$ cat src/sv/tkz_pkg.sv
package tkz_pkg;

  // Default depth of the result queue (power of two, at least 2)
  localparam int unsigned OutqDepth = 4;

  // Token kind codes on the result channel
  localparam logic [1:0] KIND_WORD   = 2'd0;
  localparam logic [1:0] KIND_PUNCT  = 2'd1;
  localparam logic [1:0] KIND_SINGLE = 2'd2;
  localparam logic [1:0] KIND_PAIR   = 2'd3;

  // Byte codes that the classifier and the pair matcher look at
  localparam logic [7:0] CH_TAB   = 8'h09;
  localparam logic [7:0] CH_LF    = 8'h0A;
  localparam logic [7:0] CH_SPACE = 8'h20;
  localparam logic [7:0] CH_COMMA = 8'h2C;
  localparam logic [7:0] CH_SEMI  = 8'h3B;
  localparam logic [7:0] CH_LPAR  = 8'h28;
  localparam logic [7:0] CH_RPAR  = 8'h29;
  localparam logic [7:0] CH_LBRC  = 8'h7B;
  localparam logic [7:0] CH_RBRC  = 8'h7D;
  localparam logic [7:0] CH_PLUS  = 8'h2B;
  localparam logic [7:0] CH_MINUS = 8'h2D;
  localparam logic [7:0] CH_STAR  = 8'h2A;
  localparam logic [7:0] CH_SLASH = 8'h2F;
  localparam logic [7:0] CH_PCT   = 8'h25;
  localparam logic [7:0] CH_EQ    = 8'h3D;
  localparam logic [7:0] CH_BANG  = 8'h21;
  localparam logic [7:0] CH_BAR   = 8'h7C;
  localparam logic [7:0] CH_LT    = 8'h3C;
  localparam logic [7:0] CH_GT    = 8'h3E;
  localparam logic [7:0] CH_AMP   = 8'h26;

  typedef enum logic [1:0] {
    HELD_NONE    = 2'd0,
    HELD_WORD    = 2'd1,
    HELD_STARTER = 2'd2
  } held_e;

  typedef enum logic [2:0] {
    CLS_SPACE,
    CLS_PUNCT,
    CLS_SINGLE,
    CLS_STARTER,
    CLS_WORD
  } char_class_e;

  typedef struct packed {
    logic [7:0] char_code;
    logic       end_of_stream;
  } in_item_t;

  typedef struct packed {
    logic [7:0] token_char;
    logic [1:0] token_kind;
    logic       first_of_token;
    logic       last_of_token;
    logic       last_of_run;
  } out_item_t;

  // Results of one input transaction, handed from the lexer to the queue
  typedef struct packed {
    logic [1:0]      num;
    out_item_t [1:0] res;
  } push_t;

  function automatic char_class_e classify(input logic [7:0] c);
    char_class_e cls;
    case (c) inside
      CH_TAB, CH_LF, CH_SPACE:                           cls = CLS_SPACE;
      CH_COMMA, CH_SEMI, CH_LPAR, CH_RPAR, CH_LBRC, CH_RBRC: cls = CLS_PUNCT;
      CH_PLUS, CH_MINUS, CH_STAR, CH_SLASH, CH_PCT:      cls = CLS_SINGLE;
      CH_EQ, CH_BANG, CH_BAR, CH_LT, CH_GT, CH_AMP:      cls = CLS_STARTER;
      default:                                           cls = CLS_WORD;
    endcase
    return cls;
  endfunction

  function automatic logic is_pair(input logic [7:0] a, input logic [7:0] b);
    logic eq_pair;
    eq_pair = (a == CH_EQ || a == CH_BANG || a == CH_LT || a == CH_GT) && (b == CH_EQ);
    return eq_pair || (a == CH_BAR && b == CH_BAR) || (a == CH_AMP && b == CH_AMP);
  endfunction

endpackage

$ cat src/sv/tkz_lexer.sv
module tkz_lexer
  import tkz_pkg::*;
(
  input  logic     clk_i,
  input  logic     rst_ni,
  input  logic     accept_i,
  input  in_item_t item_i,
  output push_t    push_o
);

  held_e      held_q, held_d;
  logic [7:0] char_q, char_d;
  logic       first_q, first_d;

  char_class_e cls;
  logic        fresh_emit;
  out_item_t   fresh_item;
  held_e       fresh_held;
  logic [7:0]  c;

  // Classify the incoming byte as if nothing were held
  always_comb begin
    c              = item_i.char_code;
    cls            = classify(c);
    fresh_emit     = (cls == CLS_PUNCT) || (cls == CLS_SINGLE);
    fresh_item     = '{token_char: c,
                       token_kind: (cls == CLS_PUNCT) ? KIND_PUNCT : KIND_SINGLE,
                       first_of_token: 1'b1, last_of_token: 1'b1, last_of_run: 1'b0};
    case (cls)
      CLS_STARTER: fresh_held = HELD_STARTER;
      CLS_WORD:    fresh_held = HELD_WORD;
      default:     fresh_held = HELD_NONE;
    endcase
  end

  // Combine the held byte with the new one: results and next held state
  always_comb begin
    push_o     = '0;
    held_d     = HELD_NONE;
    char_d     = c;
    first_d    = 1'b0;
    if (item_i.end_of_stream) begin
      char_d = '0;
      case (held_q)
        HELD_WORD: begin
          push_o.num    = 2'd1;
          push_o.res[0] = '{char_q, KIND_WORD, first_q, 1'b1, 1'b0};
        end
        HELD_STARTER: begin
          push_o.num    = 2'd1;
          push_o.res[0] = '{char_q, KIND_SINGLE, 1'b1, 1'b1, 1'b0};
        end
        default: ;
      endcase
    end else begin
      case (held_q)
        HELD_WORD: begin
          push_o.num = 2'd1;
          if (cls == CLS_WORD) begin
            push_o.res[0] = '{char_q, KIND_WORD, first_q, 1'b0, 1'b0};
            held_d        = HELD_WORD;
          end else begin
            push_o.res[0] = '{char_q, KIND_WORD, first_q, 1'b1, 1'b0};
            push_o.res[1] = fresh_item;
            push_o.num    = fresh_emit ? 2'd2 : 2'd1;
            held_d        = fresh_held;
          end
        end
        HELD_STARTER: begin
          if (is_pair(char_q, c)) begin
            push_o.num    = 2'd2;
            push_o.res[0] = '{char_q, KIND_PAIR, 1'b1, 1'b0, 1'b0};
            push_o.res[1] = '{c, KIND_PAIR, 1'b0, 1'b1, 1'b0};
          end else begin
            push_o.res[0] = '{char_q, KIND_SINGLE, 1'b1, 1'b1, 1'b0};
            push_o.res[1] = fresh_item;
            push_o.num    = fresh_emit ? 2'd2 : 2'd1;
            held_d        = fresh_held;
          end
        end
        default: begin
          push_o.res[0] = fresh_item;
          push_o.num    = fresh_emit ? 2'd1 : 2'd0;
          held_d        = fresh_held;
          first_d       = (cls == CLS_WORD);
        end
      endcase
      // A word byte taken after a starter or a dropped byte opens a new word
      if (held_q != HELD_NONE && cls == CLS_WORD && !(held_q == HELD_WORD)) begin
        first_d = 1'b1;
      end
      if (held_q == HELD_WORD && cls == CLS_WORD) begin
        first_d = 1'b0;
      end
      if (held_q == HELD_STARTER && is_pair(char_q, c)) begin
        first_d = 1'b0;
      end
    end
    // Mark the final result of this transaction
    case (push_o.num)
      2'd1:    push_o.res[0].last_of_run = 1'b1;
      2'd2:    push_o.res[1].last_of_run = 1'b1;
      default: ;
    endcase
  end

  // Hold the pending byte
  always_ff @(posedge clk_i or negedge rst_ni) begin
    if (!rst_ni) begin
      held_q  <= HELD_NONE;
      char_q  <= '0;
      first_q <= 1'b0;
    end else if (accept_i) begin
      held_q  <= held_d;
      char_q  <= char_d;
      first_q <= first_d;
    end
  end

endmodule

$ cat src/sv/tkz_outq.sv
module tkz_outq
  import tkz_pkg::*;
#(
  parameter int unsigned Depth = OutqDepth
) (
  input  logic      clk_i,
  input  logic      rst_ni,
  input  logic      push_en_i,
  input  push_t     push_i,
  output logic      low_room_o,
  output logic      out_valid_o,
  input  logic      out_stall_i,
  output out_item_t out_item_o
);

  localparam int unsigned AW = $clog2(Depth);
  localparam int unsigned CW = AW + 1;
  localparam logic [CW-1:0] RoomLimit = CW'(Depth - 2);

  out_item_t       mem_q [Depth];
  logic [AW-1:0]   wr_q, wr_d, rd_q, rd_d, wr_next;
  logic [CW-1:0]   cnt_q, cnt_d;
  logic [1:0]      num;
  logic            pop;

  // Advance pointers and occupancy
  always_comb begin
    num         = push_en_i ? push_i.num : 2'd0;
    out_valid_o = (cnt_q != '0);
    pop         = out_valid_o && !out_stall_i;
    wr_next     = AW'(wr_q + 1'b1);
    wr_d        = AW'(wr_q + AW'(num));
    rd_d        = pop ? AW'(rd_q + 1'b1) : rd_q;
    cnt_d       = CW'(cnt_q + CW'(num) - CW'(pop));
    low_room_o  = (cnt_q > RoomLimit);
    out_item_o  = mem_q[rd_q];
  end

  always_ff @(posedge clk_i or negedge rst_ni) begin
    if (!rst_ni) begin
      wr_q  <= '0;
      rd_q  <= '0;
      cnt_q <= '0;
    end else begin
      wr_q  <= wr_d;
      rd_q  <= rd_d;
      cnt_q <= cnt_d;
    end
  end

  // Store up to two results per transaction
  always_ff @(posedge clk_i) begin
    if (num != 2'd0) begin
      mem_q[wr_q] <= push_i.res[0];
    end
    if (num == 2'd2) begin
      mem_q[wr_next] <= push_i.res[1];
    end
  end

endmodule

$ cat src/sv/char_stream_tokenizer_top.sv
// Byte-serial tokenizer.
// Input channel: in_valid_i / in_stall_o with in_item_i carrying one text byte
// or an end-of-stream mark. A transaction happens at a rising edge with valid
// high and stall low.
// Output channel: out_valid_o / out_stall_i with out_item_o carrying one token
// character, its kind, first/last-of-token flags and a last-of-run flag on the
// final result of each input transaction. An input byte gives zero, one or two
// results.
// Results of a transaction are registered into the result queue and, if the
// queue was empty, offered on the cycle after the transaction. Throughput: one
// input byte per cycle while bytes give at most one result and in_stall_o is
// low; the output channel moves one result per cycle while out_stall_i is low.
// A QueueDepth-entry result queue lies between lexer and output; in_stall_o
// rises while it holds over QueueDepth-2 results; it depends only on occupancy.
// While the receiver stalls, the queue holds its head result unchanged and
// fills up, then the input is stalled.
// Reset empties the queue and drops any pending byte.
module char_stream_tokenizer_top
  import tkz_pkg::*;
#(
  parameter int unsigned QueueDepth = OutqDepth
) (
  input  logic      clk_i,
  input  logic      rst_ni,
  input  logic      in_valid_i,
  output logic      in_stall_o,
  input  in_item_t  in_item_i,
  output logic      out_valid_o,
  input  logic      out_stall_i,
  output out_item_t out_item_o
);

  logic  accept;
  push_t push;

  assign accept = in_valid_i && !in_stall_o;

  // Classify and combine with the pending byte
  tkz_lexer u_lexer (
    .clk_i    (clk_i),
    .rst_ni   (rst_ni),
    .accept_i (accept),
    .item_i   (in_item_i),
    .push_o   (push)
  );

  // Queue results toward the receiver
  tkz_outq #(
    .Depth (QueueDepth)
  ) u_outq (
    .clk_i       (clk_i),
    .rst_ni      (rst_ni),
    .push_en_i   (accept),
    .push_i      (push),
    .low_room_o  (in_stall_o),
    .out_valid_o (out_valid_o),
    .out_stall_i (out_stall_i),
    .out_item_o  (out_item_o)
  );

`ifndef SYNTH
  // An empty queue never stalls the input
  assert property (@(posedge clk_i) disable iff (!rst_ni)
    !out_valid_o |-> !in_stall_o)
    else $error("input stalled with empty result queue");

  // The second half of a two-character operator is already queued
  assert property (@(posedge clk_i) disable iff (!rst_ni)
    (out_valid_o && !out_stall_i && out_item_o.token_kind == KIND_PAIR &&
     out_item_o.first_of_token) |=> out_valid_o)
    else $error("pair operator split across transactions");

  // A token start that is not its end is a word or a pair
  assert property (@(posedge clk_i) disable iff (!rst_ni)
    (out_valid_o && out_item_o.first_of_token && !out_item_o.last_of_token) |->
    (out_item_o.token_kind == KIND_WORD || out_item_o.token_kind == KIND_PAIR))
    else $error("open token of a single-character kind");
`endif

endmodule
$ cat config.mk
export PLATFORM = sky130hd
export DESIGN_NAME = char_stream_tokenizer_top
export DESIGN_NICKNAME = d
export VERILOG_FILES = /design/src/sv/tkz_pkg.sv /design/src/sv/tkz_lexer.sv /design/src/sv/tkz_outq.sv /design/src/sv/char_stream_tokenizer_top.sv
export SDC_FILE = /design/constraint.sdc
export NUM_CORES = 1
export LEC_CHECK = 0
export BUFFER_PORTS_ARGS = -buffer_cell sky130_fd_sc_hd__buf_2
export CORE_ASPECT_RATIO = 2
export CORE_UTILIZATION = 35
export CTS_BUF_LIST = sky130_fd_sc_hd__clkbuf_16
export CTS_CLUSTER_DIAMETER = 40
export DETAILED_ROUTE_END_ITERATION = 8
export MAX_ROUTING_LAYER = met4
export PLACE_DENSITY = 0.56
export SYNTH_ARGS = -nofsm -noshare
export SYNTH_HDL_FRONTEND = slang
export SYNTH_HIERARCHICAL = 1
export SYNTH_SLANG_ARGS = --single-unit
export TNS_END_PERCENT = 5
$ cat constraint.sdc
create_clock -name clk_i -period 4.8 [get_ports clk_i]
set_input_delay 0.48 -clock clk_i [delete_from_list [all_inputs] [get_ports clk_i]]
set_output_delay 0.48 -clock clk_i [all_outputs]
set_load 0.03 [all_outputs]
==> load_flow_metrics.sql <==
INSERT INTO impl_metrics (metric_group, metric, value, unit) VALUES
('routing', 'drt_pass_1_iters', '4', ''),
('routing', 'wl_per_cell', '18.6', 'um'),
('global_routing', 'track_usage', '0.168', ''),
('sta', 'finalSetupViolCount', '0', ''),
('finish', 'syn2layout_area_growth', '12.3', '%'),
('job', 'max_cap_violations', '0', ''),
('synthesis', 'synth_top_cell_area_share', '0.365', ''),
('worst_hold_path', 'worstHoldPathType', 'in -> async', ''),
('pwr', 'peakVddDrop', '0.204', 'mV'),
('sta', 'setup_tns', '0', 'ns'),
('synthesis', 'synth_top_cells_by_area', 'edfxtp_1, mux2_2, dfrtp_1', ''),
('sta', 'final-max-slew-violation-count', '0', ''),
('global_routing', 'first_global_vias', '2883', ''),
('clocking', 'tritoncts', 'done', ''),
('clocking', 'cts-root-to-sink-buffers', '2', ''),
('die', 'fp.dieArea', '0.0127', 'mm^2'),
('synthesis', 'syn_area', '0.00428', 'mm^2'),
('clocking', 'numCtsBuffers', '9', ''),
('clocking', 'clkTransAtPathRegs', '0.06', 'ns'),
('setup_path', 'setup.reg_to_reg.worst_slack', '1.20', 'ns'),
('finish', 'layout_commonest_cell', 'edfxtp_1', ''),
('clocking', 'post-cts-setup-buffers', '0', ''),
('synthesis', 'synth_top_area_cell', 'edfxtp_1', ''),
('place', 'place.detailed.instances', '496', ''),
('clocking', 'cts_resized', '0', ''),
('sta', 'max_slew.worst_pin.slew', '0.908', 'ns'),
('routing', 'route.antenna.remaining_nets', '0', ''),
('finish', 'nFillCells', '1125', ''),
('die', 'core_region_area', '0.0118', 'mm^2'),
('synthesis', 'syn_area_per_cell', '12.5', 'um^2'),
('sta', 'rsz0062_at_grt', 'no', ''),
('place', 'place.detailed.hpwl', '7070', 'um'),
('routing', 'drt-vias-per-instance', '5.38', ''),
('die', 'initial_core_util', '0.361', ''),
('sta', 'max-slew-margin-rel', '0.394', ''),
('sta', 'worst_slack', '1.11', 'ns'),
('synthesis', 'ys_seq_area_frac', '0.470', ''),
('finish', 'layout_common_cells', 'edfxtp_1, mux2_2, buf_2', ''),
('die', 'die_h', '158', 'um'),
('clocking', 'cts_hold_buffers', '0', ''),
('finish', 'layout.nets', '383', ''),
('place', 'placement.io_buffers', '27', ''),
('pwr', 'power', '2510', 'uW'),
('finish', 'finished_layout_cells', '511', ''),
('status', 'outcome', 'finished clean', ''),
('synthesis', 'synth-edff-count', '52', ''),
('setup_path', 'critical_path.reg2reg.startpoint', 'u_lexer/held_q[0]$_DFFE_PN0P_', ''),
('routing', 'iteration_0_drc_markers', '121', ''),
('routing', 'detail_route.drc_violations', '0', ''),
('setup_path', 'startpoint_class_of_the_critical_path', 'primary input', ''),
('clocking', 'cts_num_sinks', '70', ''),
('global_routing', 'grt_first_pass_wirelength', '15300', 'um'),
('die', 'floorplan.rows', '56', ''),
('die', 'top_level_ports', '28', ''),
('die', 'die_w', '80.2', 'um'),
('setup_path', 'cp_data_required_time', '5.06', 'ns'),
('global_routing', 'grt-ovfl-total', '0', ''),
('synthesis', 'ys_async_sr_fraction', '0.257', ''),
('sta', 'clock-skew-final', '0.00544', 'ns'),
('sta', 'post-route-period-util', '0.770', ''),
('synthesis', 'yosysWarnings', '6', ''),
('synthesis', 'ys_seq_elements', '70', ''),
('sta', 'hold_viol', '0', ''),
('global_routing', 'grt_start_max_net_pins', '29', ''),
('global_routing', 'initial_antenna_violation_count', '0', ''),
('synthesis', 'synthesis.instances', '343', ''),
('synthesis', 'postSynth.topFlopCell', 'edfxtp_1', ''),
('finish', 'fraction_of_layout_cells_with_a_size_suffix_above_1', '0.347', ''),
('routing', 'vias', '2751', ''),
('pwr', 'powerDensity', '523', 'mW/mm^2'),
('clocking', 'clock_tree.htree_level_count', '3', '');
## logic make-up after synthesis
| kind of cell | after synthesis | synth area share |
|---|---|---|
| compound gates | 62 | 0.0977 |
| buf+inv | 45 | 0.0515 |
| simple gates | 84 | 0.122 |
| flops | 70 | 0.470 |
| mux | 66 | 0.217 |
| xor+xnor | 7 | 0.0143 |
| fa+ha+maj | 9 | 0.0275 |
## power by group
group | total [uW] | switching (uW) | internal, uW
clock network | 699 | 248 | 451
registers | 911 | 133 | 778
logic | 900 | 498 | 403
total | 2510 | 878 | 1630
## final timing paths
check,to,cells after the start
max,u_outq/cnt_q[2]$_DFF_PN0_,13
min,u_lexer/char_q[4]$_DFFE_PN0P_,1
max reg2reg,u_outq/cnt_q[2]$_DFF_PN0_,13
min reg2reg,u_outq/cnt_q[2]$_DFF_PN0_,1
max in group asynchronous,u_lexer/first_q$_DFFE_PN0P_,1
min in group clk_i,u_outq/rd_q[1]$_DFFE_PN0P_,3
## worst max-delay path, cell delays in order
cell and delay [ns]:
buf_2 0.15, or4b_4 0.58, a221o_1 0.33, nand4b_1 0.11, or3b_2 0.45, a21oi_1 0.41, nand2_1 0.15, ha_1 0.31
inv_1 0.04, ha_1 0.19, fa_1 0.44, xnor2_1 0.19, xnor2_1 0.13
## metal layers
layer,wire length (um),share of wire,vias up
met2,5310,0.56,50
met3,237,0.025,20
met5,0,0,-
met1,3640,0.38,1352
met4,310,0.033,0
li1,-,-,1329
## synth_stat cells (4+ instances only)
master / count
a21oi_1: 9
buf_2: 4
clkbuf_1: 12
dfrtp_1: 18
edfxtp_1: 52
ha_1: 7
inv_1: 21
mux2_2: 43
mux2_4: 10
mux4_2: 13
nand2_1: 23
nand2b_1: 5
nand3b_1: 9
nor2_1: 13
nor3_1: 5
nor3b_1: 4
o21a_1: 5
o21ai_0: 20
xor2_1: 4
## through the flow
stage,util,hold slack (ns),cell area (um^2)
floorplan,-,0.184,4280
CTS,0.406,0.0961,4800
detailed placement,0.379,0.446,4490
finish,0.406,0.0840,4800
global route,0.406,0.110,4800
global placement,0.379,0.448,4490
## sequential cells by signal (all words and copies together) (netlist names)
name and cells:
u_outq/rd_q 2, u_lexer/first_q 1, u_outq/cnt_q 3, u_lexer/held_q 2
u_outq/mem_q 52, u_outq/wr_q 2, u_lexer/char_q 8
## area by class of cell
type	count	area [um^2]	area share
timing repair buffer	32	173	0.0359
tap	145	181	0.0378
inverter	21	78.8	0.0164
clock buffer	9	225	0.0469
clock inverter	6	87.6	0.0182
multi-input combinational	228	2050	0.426
sequential	70	2010	0.419
No activity file was read; power rests on OpenSTA's default activity.
